===== config.mk =====
export PLATFORM = sky130hd
export DESIGN_NAME = cursor_line_edit_buffer_unit
export DESIGN_NICKNAME = d
export VERILOG_FILES = /design/src/hdl/clebu_pkg.sv /design/src/hdl/clebu_ctrl.sv /design/src/hdl/clebu_dp.sv /design/src/hdl/cursor_line_edit_buffer_unit.sv
export VERILOG_INCLUDE_DIRS = /design/src /design/src/hdl
export SDC_FILE = /design/constraint.sdc
export NUM_CORES = 2
export LEC_CHECK = 0
export ABC_CLOCK_PERIOD_IN_PS = 3800
export BUFFER_PORTS_ARGS = -buffer_cell sky130_fd_sc_hd__buf_2
export CAP_MARGIN = 0
export CELL_PAD_IN_SITES_DETAIL_PLACEMENT = 1
export CELL_PAD_IN_SITES_GLOBAL_PLACEMENT = 2
export CORE_MARGIN = 10
export CORE_UTILIZATION = 39
export CTS_BUF_LIST = sky130_fd_sc_hd__clkbuf_2 sky130_fd_sc_hd__clkbuf_4 sky130_fd_sc_hd__clkbuf_8
export CTS_CLUSTER_SIZE = 25
export DETAILED_ROUTE_END_ITERATION = 10
export GPL_TIMING_DRIVEN = 1
export PLACE_DENSITY_LB_ADDON = 0.1
export SLEW_MARGIN = 10
export SYNTH_ARGS = -nofsm -noshare
export SYNTH_HDL_FRONTEND = slang
export SYNTH_SLANG_ARGS = --single-unit

===== constraint.sdc =====
create_clock -name clk -period 3.8 [get_ports clk]
set_input_delay 0 -clock clk [delete_from_list [all_inputs] [get_ports clk]]
set_output_delay 0 -clock clk [all_outputs]
set_load 0.005 [all_outputs]

===== src/hdl/cursor_line_edit_buffer_unit_macros.svh =====
// Assertion macros shared by the line-edit buffer modules.
`ifndef CURSOR_LINE_EDIT_BUFFER_UNIT_MACROS_SVH
`define CURSOR_LINE_EDIT_BUFFER_UNIT_MACROS_SVH

`ifndef SYNTH
`define CLEBU_ASSERT(lbl, prop) \
  lbl: assert property (@(posedge clk) disable iff (!rst_n) prop) \
    else $error("clebu assertion failed");
`define CLEBU_ASSERT_RST(lbl, prop) \
  lbl: assert property (@(posedge clk) prop) \
    else $error("clebu reset assertion failed");
`else
`define CLEBU_ASSERT(lbl, prop)
`define CLEBU_ASSERT_RST(lbl, prop)
`endif

`endif


===== src/hdl/clebu_pkg.sv =====
package clebu_pkg;

  localparam int DEPTH_DEF = 64;

  typedef enum logic [2:0] {
    FUNC_LEFT  = 3'd0,
    FUNC_RIGHT = 3'd1,
    FUNC_BKSP  = 3'd2,
    FUNC_INS   = 3'd3,
    FUNC_DUMP  = 3'd4
  } func_t;

  typedef struct packed {
    logic [2:0] func;
    logic [7:0] ch;
  } in_t;

  typedef struct packed {
    logic [7:0] text_byte;
    logic [6:0] text_length;
    logic [6:0] cursor_at;
    logic       status;
    logic       last_of_run;
  } out_t;

  typedef enum logic {
    ST_IDLE,
    ST_DUMP
  } state_t;

  typedef struct packed {
    logic edit;
    logic dump_step;
  } cmd_t;

  typedef struct packed {
    logic out_busy;
    logic cnt_zero;
    logic dump_last;
  } stat_t;

endpackage


===== src/hdl/clebu_ctrl.sv =====
`include "cursor_line_edit_buffer_unit_macros.svh"

module clebu_ctrl
  import clebu_pkg::*;
(
  input  logic  clk,
  input  logic  rst_n,
  input  logic  in_valid,
  input  in_t   in_data,
  output logic  in_stall,
  input  logic  out_stall,
  input  stat_t stat,
  output cmd_t  cmd
);

  state_t state_r, state_nxt;
  logic   out_free;
  logic   accept;

  always_ff @(posedge clk) begin
    if (!rst_n) begin
      state_r <= ST_IDLE;
    end else begin
      state_r <= state_nxt;
    end
  end

  assign out_free = !stat.out_busy || !out_stall;

  always_comb begin
    state_nxt     = state_r;
    cmd.edit      = 1'b0;
    cmd.dump_step = 1'b0;
    in_stall      = 1'b1;
    accept        = 1'b0;
    case (state_r)
      ST_IDLE: begin
        in_stall = !out_free;
        accept   = in_valid && out_free;
        if (accept) begin
          if (in_data.func == FUNC_DUMP && !stat.cnt_zero) begin
            state_nxt = ST_DUMP;
          end else begin
            cmd.edit = 1'b1;
          end
        end
      end
      ST_DUMP: begin
        if (out_free) begin
          cmd.dump_step = 1'b1;
          if (stat.dump_last) begin
            state_nxt = ST_IDLE;
          end
        end
      end
      default: begin
        state_nxt = ST_IDLE;
      end
    endcase
  end

  `CLEBU_ASSERT(a_dump_blocks_input, state_r == ST_DUMP |-> in_stall)
  `CLEBU_ASSERT_RST(a_reset_idle, !rst_n |=> state_r == ST_IDLE)
  `CLEBU_ASSERT(a_one_cmd, !(cmd.edit && cmd.dump_step))

endmodule


===== src/hdl/clebu_dp.sv =====
`include "cursor_line_edit_buffer_unit_macros.svh"

module clebu_dp
  import clebu_pkg::*;
#(
  parameter int DEPTH = DEPTH_DEF
)
(
  input  logic  clk,
  input  logic  rst_n,
  input  in_t   in_data,
  input  cmd_t  cmd,
  input  logic  out_stall,
  output stat_t stat,
  output logic  out_valid,
  output out_t  out_data
);

  localparam int CW = $clog2(DEPTH + 1);
  localparam logic [CW-1:0] FULL = CW'(DEPTH);

  logic [7:0]    cell_r   [DEPTH];
  logic [7:0]    cell_nxt [DEPTH];
  logic [CW-1:0] count_r, count_nxt;
  logic [CW-1:0] cursor_r, cursor_nxt;
  logic [CW-1:0] dump_idx_r;
  logic          out_valid_r;
  out_t          out_data_r;
  logic          st;
  logic          shift_up, shift_dn;
  logic          dump_last;

  always_comb begin
    count_nxt  = count_r;
    cursor_nxt = cursor_r;
    st         = 1'b0;
    shift_up   = 1'b0;
    shift_dn   = 1'b0;
    case (in_data.func)
      FUNC_LEFT: begin
        if (cursor_r == '0) st = 1'b1;
        else cursor_nxt = cursor_r - 1'b1;
      end
      FUNC_RIGHT: begin
        if (cursor_r >= count_r) st = 1'b1;
        else cursor_nxt = cursor_r + 1'b1;
      end
      FUNC_BKSP: begin
        if (cursor_r == '0) begin
          st = 1'b1;
        end else begin
          shift_dn   = cmd.edit;
          count_nxt  = count_r - 1'b1;
          cursor_nxt = cursor_r - 1'b1;
        end
      end
      FUNC_INS: begin
        if (count_r >= FULL) begin
          st = 1'b1;
        end else begin
          shift_up   = cmd.edit;
          count_nxt  = count_r + 1'b1;
          cursor_nxt = cursor_r + 1'b1;
        end
      end
      default: begin
        st = 1'b1;
      end
    endcase
  end

  for (genvar i = 0; i < DEPTH; i++) begin : g_cell
    localparam logic [CW-1:0] IDX  = CW'(i);
    localparam logic [CW-1:0] IDX1 = CW'(i + 1);
    logic [7:0] below, above;
    if (i == 0) begin : g_first
      assign below = cell_r[i];
    end else begin : g_mid_lo
      assign below = cell_r[i-1];
    end
    if (i == DEPTH - 1) begin : g_last
      assign above = cell_r[i];
    end else begin : g_mid_hi
      assign above = cell_r[i+1];
    end
    assign cell_nxt[i] =
      shift_up ? ((IDX > cursor_r) ? below :
                  (IDX == cursor_r) ? in_data.ch : cell_r[i]) :
      shift_dn ? ((IDX1 >= cursor_r && IDX1 < count_r) ? above : cell_r[i]) :
      cmd.dump_step ? ((IDX1 < count_r) ? above :
                       (IDX1 == count_r) ? cell_r[0] : cell_r[i]) :
      cell_r[i];
  end

  always_ff @(posedge clk) begin
    for (int i = 0; i < DEPTH; i++) begin
      cell_r[i] <= cell_nxt[i];
    end
  end

  assign dump_last = (dump_idx_r + 1'b1) == count_r;

  always_ff @(posedge clk) begin
    if (!rst_n) begin
      count_r     <= '0;
      cursor_r    <= '0;
      dump_idx_r  <= '0;
      out_valid_r <= 1'b0;
    end else begin
      if (cmd.edit) begin
        count_r     <= count_nxt;
        cursor_r    <= cursor_nxt;
        out_valid_r <= 1'b1;
      end else if (cmd.dump_step) begin
        dump_idx_r  <= dump_last ? '0 : dump_idx_r + 1'b1;
        out_valid_r <= 1'b1;
      end else if (!out_stall) begin
        out_valid_r <= 1'b0;
      end
    end
  end

  always_ff @(posedge clk) begin
    if (cmd.edit) begin
      out_data_r.text_byte   <= 8'h00;
      out_data_r.text_length <= 7'(count_nxt);
      out_data_r.cursor_at   <= 7'(cursor_nxt);
      out_data_r.status      <= st;
      out_data_r.last_of_run <= 1'b1;
    end else if (cmd.dump_step) begin
      out_data_r.text_byte   <= cell_r[0];
      out_data_r.text_length <= 7'(count_r);
      out_data_r.cursor_at   <= 7'(cursor_r);
      out_data_r.status      <= 1'b0;
      out_data_r.last_of_run <= dump_last;
    end
  end

  assign stat.out_busy  = out_valid_r;
  assign stat.cnt_zero  = (count_r == '0);
  assign stat.dump_last = dump_last;
  assign out_valid      = out_valid_r;
  assign out_data       = out_data_r;

  `CLEBU_ASSERT(a_cursor_in_text, cursor_r <= count_r)
  `CLEBU_ASSERT(a_count_bound, count_r <= FULL)
  `CLEBU_ASSERT(a_dump_nonempty, cmd.dump_step |-> count_r != '0)

endmodule


===== src/hdl/cursor_line_edit_buffer_unit.sv =====
// Channel  Direction  Handshake        Payload
// in_      input      valid / stall    in_t  {func, ch}
// out_     output     valid / stall    out_t {text_byte, text_length, cursor_at,
//                                             status, last_of_run}
// Left, right, backspace and insert each give one result: the character cells
// shift as a chain, all in parallel. Dump of a non-empty line gives one result per stored
// character (a rotate of the cell chain), and no command is taken while it runs.
// Reset clears count, cursor and control; cell contents are not reset.
// A stalled output holds its result; input stalls until the output register frees.
module cursor_line_edit_buffer_unit
  import clebu_pkg::*;
#(
  parameter int DEPTH = DEPTH_DEF
)
(
  input  logic clk,
  input  logic rst_n,
  input  logic in_valid,
  output logic in_stall,
  input  in_t  in_data,
  output logic out_valid,
  input  logic out_stall,
  output out_t out_data
);

  cmd_t  cmd;
  stat_t stat;

  clebu_ctrl u_ctrl (
    .clk       (clk),
    .rst_n     (rst_n),
    .in_valid  (in_valid),
    .in_data   (in_data),
    .in_stall  (in_stall),
    .out_stall (out_stall),
    .stat      (stat),
    .cmd       (cmd)
  );

  clebu_dp #(
    .DEPTH (DEPTH)
  ) u_dp (
    .clk       (clk),
    .rst_n     (rst_n),
    .in_data   (in_data),
    .cmd       (cmd),
    .out_stall (out_stall),
    .stat      (stat),
    .out_valid (out_valid),
    .out_data  (out_data)
  );

endmodule


==> results.yml <==
die:
  start_util_pct: 39.25
  rows: 113
  ios: 41
  core_area_um2: 94870
  die_x_um: 329.0
  dieArea_um2: 108200
  die_y_um: 329.0
finish:
  layout_commonest_cell: "edfxtp_1"
  final_net_count: 3894
  fill_cells: 10590
  layout_common_cells: "edfxtp_1 (527), mux2i_1 (467), a21oi_1 (408)"
  drive_gt1_share_pct: 15.39
  syn2layout_area_growth_pct: 12.24
clock_tree:
  numCtsBuffers: 105
  cts_buffer_depth: 3
  htreeDepth: 3
  post_cts_buffers: 0
  cts.sinks: 559
  cts_resized: 0
  cts-root-buf: "clkbuf_8"
  clk_pin_slew_ns: 0.08
  cts_tree: "built"
  clock_latency_ns: 0.80
setup_path:
  start_kind: "flop"
  cp-startpoint: "u_dp.cursor_r[1]"
  worstPathRequired_ns: 4.28
  crit_type: "flop to flop"
  crit_path_end: "u_dp.cell_r[6][23]"
  worst-path-max-fanout: 16
  r2r_start: "u_dp.cursor_r[1]"
  reg2reg_depth: 11
  rr_endpoint: "u_dp.cell_r[6][23]"
  rrSetupSlack_ns: 0.37
  arrival_ns: 3.91
  worstSetupEndpointType: "flop"
timing:
  max_slew_margin_pct: 19.40
  finalSetupTns_ns: 0
  min_period_ns: 3.430
  tightest_slew_ns: 1.209
  setup_viol: 0
  period_share_pct: 90.25
  rsz0062_at_grt: "false"
  fin_skew_ns: 0.03238
  max_freq_mhz: 291.6
  report.final.slew_viol_count: 0
  hold_viol_final: 0
routing:
  viasPerCell: 6.483
  drt_wl_total_mm: 166.4
  dr_total_vias: 33800
  drt.antenna.violating_nets: 0
  wl_per_cell_um: 31.93
  dr.first_iter.drc_count: 3591
  drc: 0
  dr.pass1.iters: 5
pwr:
  pwr-share-comb_pct: 20.7
  p_int_mw: 11.56
  peakVddDrop_mv: 0.2253
  power.share.switching_pct: 31.34
  finalPower_mw: 16.84
  p_switching_mw: 5.278
  leakagePower_nw: 14.75
  p_clk_share_pct: 37.0
  powerDensity_nw_per_um2: 402.9
  power_frac_seq_pct: 42.2
worst_hold_path:
  hold_path_class: "primary input to flop"
logic_synthesis:
  synth_nets: 3885
  synthCells: 3851
  synth_xor_area_share_pct: 0.3998
  synth_area_um2: 37240
  ys_seq_area_share_pct: 44.22
  ys_types: 80
  synth_compound_area_share_pct: 20.83
  synth_warnings: 0
  synth.area.mux_share_pct: 14.09
  synth_top_family_by_area: "compound AO/OA/AOI/OAI gates"
  synthArstFlopShare_pct: 0
  synth-simple-area-share_pct: 15.23
  synth-main-ff-cell: "edfxtp_1"
  synth-adder-area-share_pct: 0.6384
  ys_ff_latch: 559
  syn-mean-instance-area_um2: 9.670
  synth-edff-count: 527
global_routing:
  gr-total-overflow: 0
  antenna_found_initial: 9
  grt.total_usage_pct: 29.76
  grt_pass1_vias: 34520
  grt_max_degree: 210
  grt_pass1_wl_mm: 242.8
place:
  dp_hpwl_mm: 115.0
  place.gp.congestion: 1.003
  portBuffers: 40
job:
  timing.max_cap.violations: 0
run_status:
  run_status: "finished, final reports clean"
## registers in the layout, indices dropped and copies added, names as in the netlist
register	flops
u_dp.dump_idx_r	7
u_dp.count_r	7
u_dp.cell_r	512
u_dp.cursor_r	7
u_ctrl.state_r	1
u_dp.out_valid	1
u_dp.out_data	24
## cell type report
cell class / instances / area, um^2 / share of cell area, %
clock inverter: 38 / 307.8 / 0.7364
inverter: 16 / 60.06 / 0.1437
tap: 1265 / 1583 / 3.787
timing repair buffer: 301 / 2390 / 5.718
clock buffer: 153 / 1824 / 4.365
antenna: 4 / 10.01 / 0.02395
sequential: 559 / 16470 / 39.40
multi-input combinational: 2877 / 19150 / 45.83
## power by group through the flow
stage	Combinational (mW)	Sequential [mW]	Clock (mW)
2_1_floorplan	2.21	7.17	0
3_3_place_gp	3.32	7.23	0
3_5_place_dp	3.40	7.23	0
4_1_cts	3.43	7.10	6.35
5_1_grt	3.71	7.12	6.63
6_report	3.49	7.11	6.24
## worst min-delay path by stage
stage                           start                  to  slack, ns  depth (start not counted)
finish                     in_data[3]  u_dp.cell_r[2][59]       0.06                          3
global route               in_data[3]  u_dp.cell_r[2][59]       0.10                          3
CTS                        in_data[3]  u_dp.cell_r[2][59]       0.01                          3
detailed placement   u_dp.out_data[8]         out_data[8]       0.40                          1
global placement    u_dp.out_data[14]        out_data[14]       0.40                          1
floorplan                    in_valid      u_dp.out_valid       0.16                          2
## cells in the mapped netlist, drive strengths merged (16+ instances only)
cell type / number / area share [%]
a21oi: 410 / 5.5
mux2: 51 / 1.5
mux2i: 467 / 13
o211ai: 18 / 0.41
o22ai: 20 / 0.34
a211oi: 252 / 5.1
nor3: 39 / 0.57
edfxtp: 527 / 42
and2: 16 / 0.27
buf: 111 / 1.5
nand2: 393 / 4.1
a31oi: 78 / 1.3
o221ai: 167 / 3.9
o21ai: 152 / 2.0
nor2b: 249 / 4.2
nand2b: 19 / 0.32
nand3: 197 / 2.8
dfxtp: 32 / 1.7
clkbuf: 288 / 2.9
nor2: 165 / 1.9
ha: 19 / 0.64
## per-layer routing
| layer | wire length (um) | vias up | track usage, % |
|---|---|---|---|
| li1 | - | 14720 | - |
| met1 | 73360 | 17260 | 41.03 |
| met2 | 75590 | 1475 | 46.75 |
| met3 | 11750 | 342 | 4.587 |
| met4 | 5728 | 2 | 11.17 |
| met5 | 13 | - | 0 |
## timing repair
action | 4_1_cts | 5_1_grt
endpoints found under the hold margin | 44 | 0
hold buffers | 15 | 0
endpoints found under the setup margin | 0 | 0
## logic make-up after synthesis
family	count (synthesis)
buffers and inverters	415
muxes	518
adders and majority gates	19
and+or+nand+nor	1136
xor gates and xnor gates	17
AOI/OAI and AO/OA	1187
DFF	559
## critical path, cell delays in order, from the launching register on
cell,delay (ns)
dfxtp_1,0.32
buf_4,0.17
buf_4,0.21
and2_1,0.21
buf_4,0.21
nor2_1,0.70
nand2_1,0.27
a21oi_1,0.36
buf_4,0.27
nor2b_1,0.06
a211oi_1,0.25
a21oi_1,0.08
## metrics by stage
stage	instance area, um^2	worst slack, ns	utilization, %	hold slack (ns)	std cells
after floorplan	37240	0.1265	-	0.1600	3851
after global routing	41790	0.2563	44.05	0.1005	5211
after detailed placement	39490	0.4333	41.63	0.4002	5003
after global placement	39490	0.4594	41.63	0.4017	5003
after CTS	41780	0.4130	44.04	0.009666	5209
final	41800	0.3704	44.06	0.06087	5213
No activity file was read; power rests on OpenSTA's default activity.
